`src/design/paf_pkg.sv`:
```
package paf_pkg;

   localparam logic [1:0] CMD_OFFER = 2'd0;
   localparam logic [1:0] CMD_TRIM  = 2'd1;
   localparam logic [1:0] CMD_READ  = 2'd2;

   localparam logic [2:0] ST_ACCEPTED  = 3'd0;
   localparam logic [2:0] ST_DOMINATED = 3'd1;
   localparam logic [2:0] ST_OVERFLOW  = 3'd2;
   localparam logic [2:0] ST_TRIMMED   = 3'd3;
   localparam logic [2:0] ST_NO_TRIM   = 3'd4;
   localparam logic [2:0] ST_READ_OK   = 3'd5;
   localparam logic [2:0] ST_BAD_INDEX = 3'd6;

   localparam logic CSR_NUM_OBJECTIVES = 1'b0;
   localparam logic CSR_ARCHIVE_LIMIT  = 1'b1;

   localparam int ERR_WIDTH  = 32;
   localparam int NUM_IN_ERR = 4;

   typedef enum logic [3:0] {
      S_IDLE, S_CHK_A, S_CHK_B, S_CMP_A, S_CMP_B, S_APPEND,
      S_TRIM_IDX, S_TRIM_R, S_TRIM_E, S_TRIM_A, S_TRIM_B, S_TRIM_END,
      S_RD_A, S_RD_B, S_FINISH
   } state_type;

   typedef enum logic [3:0] {
      OP_NONE, OP_LATCH, OP_CHECK, OP_RESTART, OP_COMPACT, OP_APPEND,
      OP_TRIM_IDX, OP_CAPTURE, OP_SHIFT, OP_SHRINK, OP_FINISH
   } dp_op_type;

   typedef struct packed {
      dp_op_type op;
      logic      addr_next;
   } ctrl_cmd_type;

   typedef struct packed {
      logic [1:0] cmd;
      logic       scan_done;
      logic       shift_done;
      logic       dominated;
      logic       trim_ok;
      logic       read_ok;
      logic       rsp_busy;
   } dp_status_type;

endpackage

```
`src/design/paf_ctrl.sv`:
```
module paf_ctrl
   import paf_pkg::*;
(
   input  logic          clock,
   input  logic          reset,
   input  logic          req_valid,
   output logic          req_stall,
   input  dp_status_type status,
   output ctrl_cmd_type  ctrl
);

   state_type state_ff, state_in;

   always_ff @(posedge clock) begin
      if (reset) begin
         state_ff <= S_IDLE;
      end else begin
         state_ff <= state_in;
      end
   end

   always_comb begin
      state_in = state_ff;
      unique case (state_ff)
         S_IDLE: begin
            if (req_valid) begin
               state_in = S_FINISH;
               if (status.cmd == CMD_OFFER) state_in = S_CHK_A;
               if (status.cmd == CMD_TRIM)  state_in = S_TRIM_IDX;
               if (status.cmd == CMD_READ)  state_in = S_RD_A;
            end
         end
         S_CHK_A: begin
            if (status.dominated)      state_in = S_FINISH;
            else if (status.scan_done) state_in = S_CMP_A;
            else                       state_in = S_CHK_B;
         end
         S_CHK_B:    state_in = S_CHK_A;
         S_CMP_A:    state_in = status.scan_done ? S_APPEND : S_CMP_B;
         S_CMP_B:    state_in = S_CMP_A;
         S_APPEND:   state_in = S_FINISH;
         S_TRIM_IDX: state_in = status.trim_ok ? S_TRIM_R : S_FINISH;
         S_TRIM_R:   state_in = S_TRIM_E;
         S_TRIM_E:   state_in = S_TRIM_A;
         S_TRIM_A:   state_in = status.shift_done ? S_TRIM_END : S_TRIM_B;
         S_TRIM_B:   state_in = S_TRIM_A;
         S_TRIM_END: state_in = S_FINISH;
         S_RD_A:     state_in = status.read_ok ? S_RD_B : S_FINISH;
         S_RD_B:     state_in = S_FINISH;
         S_FINISH:   state_in = status.rsp_busy ? S_FINISH : S_IDLE;
         default:    state_in = S_IDLE;
      endcase
   end

   always_comb begin
      ctrl.op        = OP_NONE;
      ctrl.addr_next = 1'b0;
      req_stall      = 1'b1;
      unique case (state_ff)
         S_IDLE: begin
            req_stall = 1'b0;
            if (req_valid) ctrl.op = OP_LATCH;
         end
         S_CHK_A: begin
            if (status.scan_done) ctrl.op = OP_RESTART;
         end
         S_CHK_B:    ctrl.op = OP_CHECK;
         S_CMP_B:    ctrl.op = OP_COMPACT;
         S_APPEND:   ctrl.op = OP_APPEND;
         S_TRIM_IDX: ctrl.op = OP_TRIM_IDX;
         S_TRIM_E:   ctrl.op = OP_CAPTURE;
         S_TRIM_A:   ctrl.addr_next = 1'b1;
         S_TRIM_B:   ctrl.op = OP_SHIFT;
         S_TRIM_END: ctrl.op = OP_SHRINK;
         S_RD_B:     ctrl.op = OP_CAPTURE;
         S_FINISH: begin
            if (!status.rsp_busy) ctrl.op = OP_FINISH;
         end
         default: ctrl.op = OP_NONE;
      endcase
   end

endmodule

```
`config.mk`:
```
export PLATFORM = sky130hd
export DESIGN_NAME = paf_ctrl
export DESIGN_NICKNAME = d
export VERILOG_FILES = /design/src/design/paf_pkg.sv /design/src/design/paf_ctrl.sv
export SDC_FILE = /design/constraint.sdc
export NUM_CORES = 1
export LEC_CHECK = 0
export ABC_AREA = 1
export BUFFER_PORTS_ARGS = -buffer_cell sky130_fd_sc_hd__buf_2
export CAP_MARGIN = 30
export CORE_MARGIN = 5
export CORE_UTILIZATION = 35
export CTS_CLUSTER_DIAMETER = 120
export DETAILED_ROUTE_END_ITERATION = 10
export GPL_TIMING_DRIVEN = 0
export PLACE_DENSITY_LB_ADDON = 0.08
export RECOVER_POWER = 50
export SKIP_LAST_GASP = 1
export SYNTH_ARGS = -nofsm -noshare
export SYNTH_HDL_FRONTEND = slang
export SYNTH_SLANG_ARGS = --single-unit
export TNS_END_PERCENT = 5
```
`constraint.sdc`:
```
create_clock -name clock -period 3.2 [get_ports clock]
set_input_delay 0 -clock clock [delete_from_list [all_inputs] [get_ports clock]]
set_output_delay 0 -clock clock [all_outputs]
set_load 0.02 [all_outputs]
```
==> results.py, run 1 <==
metrics = {
    "power_and_ir_drop": {
        "powerDensity_mw_per_mm2": 748,
        "irDropWorstVdd_mv": 0.377,
        "total_power_uw": 437,
        "cellLeakagePower_uw": 0.000342,
    },
    "timing": {
        "fmax_mhz": 705,
        "finClkSkew_ns": 0.00132,
        "fin_crit_sh": 0.443,
        "tightest_slew_ns": 0.435,
        "rsz0062_at_grt": "no",
        "maxSlewViolCount": 0,
        "fin_hold_ws_ns": 0.115,
        "tns_ns": 0,
        "period_needed_ns": 1.42,
        "hold_violations": 0,
        "setup_viol": 0,
        "slew_headroom": 0.707,
    },
    "synthesis": {
        "syn-num-nets": 105,
        "synth_edf_count": 0,
        "synth-simple-area-share": 0.595,
        "synth-xor-area-share": 0,
        "yosys-top-cells-area": "nand2_1 (23%), nor2_1 (21%), dfxtp_1 (17%), inv_1 (10%), nand3_1 (6.4%)",
        "synthDistinctLibCells": 15,
        "synth_compound_area_frac": 0.129,
        "synth_area_sq_um": 467,
        "ys_seq_area_frac": 0.172,
        "synth_common_cells": "nand2_1 (28), nor2_1 (26), inv_1 (13), nand3_1 (6), dfxtp_1 (4)",
        "synth.top_cell.area_share": 0.225,
        "synthAdderAreaFrac": 0,
        "synth.most_common_cell": "nand2_1",
        "synth_top_cell_by_area": "nand2_1",
        "synth-main-ff-cell": "dfxtp_1",
        "yosys-mux-area-fraction": 0,
        "avgSynthCellArea_sq_um": 4.96,
        "synth_top_family_by_area": "simple AND/OR/NAND/NOR gates",
        "synth_cells": 94,
        "ys_ff_latch": 4,
        "yosys_warnings": 0,
        "synthArstFlopShare": 0,
    },
    "detailed_routing": {
        "vias": 613,
        "viasPerCell": 4.79,
        "routedWlPerCell_um": 10.2,
        "drc": 0,
        "drtIter0Drc": 18,
        "drt.antenna.violating_nets": 0,
        "wl_mm": 1.31,
        "drt-pass1-iter-count": 4,
    },
    "final_layout": {
        "fill_cells": 173,
        "nets": 126,
        "syn2layout_area_growth_pct": 25.2,
        "reg_top3": "state_ff: 4 flops",
        "antenna-diode-count": 0,
        "finalInstanceArea_sq_um": 584,
        "drive_gt1_frac": 0.195,
        "regMostFlops": "state_ff",
        "largest_reg_flops": 4,
    },
    "critical_path": {
        "r2r-start": "state_ff[3]",
        "crit_type": "flop to primary output",
        "crit_path_start_kind": "flop",
        "cp-end-kind": "primary output",
        "crit_start": "state_ff[3]",
        "crit_fanout": 6,
        "arrival_ns": 1.42,
        "crit_required_ns": 3.20,
    },
    "status": {
        "outcome": "finished clean",
    },
    "grt": {
        "grt_max_degree": 7,
        "grt_pass1_wl_mm": 2.26,
        "grt_pass1_vias": 601,
        "antenna_found_initial": 0,
        "grt_usage": 0.143,
        "gr-total-overflow": 0,
    },
    "clock_tree": {
        "cts_tree": "done",
        "cts.clk_slew.worst_paths_ns": 0.04,
        "clock_sinks": 4,
        "post_cts_buffers": 0,
        "htreeDepth": 1,
        "clockBufferDepth": 2,
        "cts-buffers-inserted": 3,
        "cts_resized": 0,
        "clk_latency_ns": 0.23,
        "cts-root-buf": "clkbuf_4",
        "hold_buffers": 0,
    },
    "placement": {
        "place_congestion": 0.883,
        "dpl.hpwl_mm": 1.14,
        "io_buffers": 16,
        "place_area_sq_um": 566,
    },
    "die": {
        "coreArea_sq_mm": 0.00128,
        "rows": 13,
        "ios": 17,
        "die_h_um": 46.5,
        "start_util": 0.363,
        "dieArea_sq_mm": 0.00216,
        "die_x_um": 46.5,
    },
    "min_path": {
        "min_from": "status[6]",
        "hp-class": "input pin to flop",
    },
    "run": {
        "drv_cap": 0,
    },
}
[kinds of logic (layout without fill, tap and decap cells)]
logic type | count (synthesis) | after routing
AND/OR/NAND/NOR | 67 | 67
flip-flops | 4 | 4
AO/OA/AOI/OAI | 10 | 10
buffers and inverters | 13 | 32
[cell usage in the layout, fill, tap and decap left out, types with 2 or more instances in the layout]
cell type,synthesis,final
nand3_1,6,6
a21oi_1,3,3
nor2_1,26,26
o21ai_0,3,4
nand2_1,28,29
inv_1,13,13
o2111ai_1,2,2
dfxtp_1,4,4
clkbuf_4,0,3
nor2_2,2,2
buf_2,0,15
[worst max-delay path, cell delays in order (launching register included)]
cell	delay, ns
dfxtp_1	0.37
nor2_2	0.23
nand2_1	0.14
inv_1	0.11
nand2_1	0.07
o2111ai_1	0.08
buf_2	0.19
[final timing paths]
check / end / slack (ns) / depth (start not counted)
setup reg to reg: state_ff[2] / 1.83 / 4
hold reg to reg: state_ff[0] / 0.78 / 5
hold / removal: state_ff[1] / 0.11 / 5
setup / recovery: ctrl[1] / 1.78 / 6
[area by class of cell]
cell class / count / area (sq um) / area share
well taps: 15 / 18.8 / 0.0321
flip-flops and latches: 4 / 80.1 / 0.137
repair buffers: 16 / 78.8 / 0.135
multi-input cells: 77 / 335 / 0.574
clock buffers: 3 / 22.5 / 0.0385
inverters: 13 / 48.8 / 0.0835
[stage by stage]
stage	util	instances	worst slack, ns
2_1_floorplan	-	94	1.99
3_3_place_gp	0.440	125	1.93
3_5_place_dp	0.440	125	1.95
4_1_cts	0.458	128	1.80
5_1_grt	0.455	128	1.60
6_report	0.455	128	1.78
[report_power, final]
group / leakage, uW / switching, uW / internal [uW]
clock: 0.0000138 / 18.4 / 41.8
combinational: 0.000295 / 194 / 95.4
sequential: 0.0000330 / 21.8 / 65.5
total: 0.000342 / 234 / 203
[layer usage]
layer | share of wire | GRT usage | vias up
li1 | - | - | 332
met4 | 0.0054 | 0.0795 | 0
met5 | 0 | 0 | -
met2 | 0.47 | 0.228 | 16
met1 | 0.47 | 0.176 | 263
met3 | 0.056 | 0.0273 | 2
No activity file was read; power rests on OpenSTA's default activity.
==> inputs of run 2 (changes only) <==
clock period = 1.4 ns   (was 3.2 ns; I/O delays follow)
==> results.py, run 2 (same netlist as run 1, synthesis figures left out) <==
metrics = {
    "die": {
        "rows": 13,
        "ios": 17,
        "start_util": 0.363,
        "coreArea_sq_mm": 0.00128,
        "die_h_um": 46.5,
        "die_x_um": 46.5,
        "dieArea_sq_mm": 0.00216,
    },
    "min_path": {
        "hp-class": "input pin to flop",
        "min_from": "status[6]",
    },
    "final_layout": {
        "antenna-diode-count": 0,
        "stdcell_count": 128,
        "regMostFlops": "state_ff",
        "nets": 126,
        "drive_gt1_frac": 0.301,
        "mostFrequentLayoutCell": "nand2_1",
        "post-route-util": 0.480,
        "final_cell_mix": "nand2_1 (27), nor2_1 (23), buf_2 (14)",
        "largest_reg_flops": 4,
        "reg_top3": "state_ff: 4 flops",
        "syn2layout_area_growth_pct": 32.2,
    },
    "clock_tree": {
        "cts-root-buf": "clkbuf_4",
        "clockBufferDepth": 2,
        "cts.clk_slew.worst_paths_ns": 0.04,
        "clk_latency_ns": 0.23,
        "hold_buffers": 0,
        "clock_sinks": 4,
        "htreeDepth": 1,
        "cts-buffers-inserted": 3,
        "cts_tree": "done",
    },
    "detailed_routing": {
        "wl_mm": 1.32,
        "drc": 0,
        "viasPerCell": 4.90,
        "vias": 627,
        "drt.antenna.violating_nets": 0,
        "drtIter0Drc": 16,
        "routedWlPerCell_um": 10.3,
        "drt-pass1-iter-count": 4,
    },
    "grt": {
        "grt_pass1_wl_mm": 2.26,
        "gr-total-overflow": 0,
        "grt_max_degree": 7,
        "antenna_found_initial": 0,
        "grt_usage": 0.143,
        "grt_pass1_vias": 601,
    },
    "critical_path": {
        "r2r-start": "state_ff[2]",
        "ff2ff_path_depth": 7,
        "crit_start": "state_ff[2]",
        "crit_path_start_kind": "flop",
        "crit_required_ns": 1.40,
        "r2r_slack_ns": 0.20,
        "endpoint": "ctrl[1]",
        "cp-end-kind": "primary output",
        "arrival_ns": 1.32,
        "crit_fanout": 5,
        "r2r_end": "state_ff[3]",
        "crit_type": "flop to primary output",
    },
    "timing": {
        "tns_ns": 0,
        "fin_crit_sh": 0.940,
        "tightest_slew_ns": 0.286,
        "maxSlewViolCount": 0,
        "rsz0062_at_grt": "yes",
        "hold_violations": 0,
        "setup_viol": 0,
        "period_needed_ns": 1.32,
        "fin_hold_ws_ns": 0.115,
        "slew_headroom": 0.808,
        "finClkSkew_ns": 0.00114,
        "fmax_mhz": 760,
    },
    "power_and_ir_drop": {
        "total_power_uw": 1080,
        "cellLeakagePower_uw": 0.000351,
        "irDropWorstVdd_mv": 0.821,
        "powerDensity_mw_per_mm2": 1750,
    },
    "placement": {
        "place_congestion": 0.883,
        "dp.cells": 125,
        "io_buffers": 16,
        "dpl.hpwl_mm": 1.14,
    },
    "status": {
        "outcome": "finished clean",
    },
    "run": {
        "drv_cap": 0,
    },
}
run 2: final cells by class:
| class | instances | area (sq um) |
|---|---|---|
| Fill cell | 164 | 668 |
| Clock buffer | 3 | 22.5 |
| Timing Repair Buffer | 16 | 85.1 |
| Sequential cell | 4 | 85.1 |
| Multi-Input combinational cell | 77 | 357 |
| Tap cell | 15 | 18.8 |
| Inverter | 13 | 48.8 |
run 2: report_power, final:
part / total (uW) / switching (uW) / internal (uW)
clock: 139 / 43.4 / 95.6
sequential: 222 / 63.9 / 158
combinational: 720 / 463 / 257
run 2: per-stage QoR:
stage	cell area [sq um]	worst slack [ns]
after floorplan	467	0.185
after global placement	566	0.126
after detailed placement	566	0.148
after CTS	588	0.00372
after global routing	617	-0.0360
final	617	0.0837
run 2: layer usage:
layer / part of all wire / wire, um / GRT usage / vias up
met5: 0 / 0 / 0 / -
met4: 0.0091 / 12 / 0.0795 / 0
met3: 0.054 / 71 / 0.0273 / 3
met2: 0.47 / 621 / 0.228 / 16
met1: 0.47 / 616 / 0.176 / 276
li1: - / - / - / 332
run 2: what timing repair did:
action	CTS	global route
resized for setup	0	13
setup endpoints to repair	0	6
buffers inserted	0	0
run 2: worst min-delay path by stage:
stage                              to  cells past startpoint
after floorplan           state_ff[2]                      2
after global placement    state_ff[3]                      3
after detailed placement  state_ff[1]                      5
after CTS                 state_ff[1]                      5
after global routing      state_ff[1]                      5
final                     state_ff[1]                      5
run 2: worst max-delay path, stage by stage, from the launching register on:
cell       delay (ns)
dfxtp_2          0.38
inv_1            0.12
nand2_2          0.11
nor2_1           0.05
nor2_2           0.14
o2111ai_1        0.12
buf_4            0.17
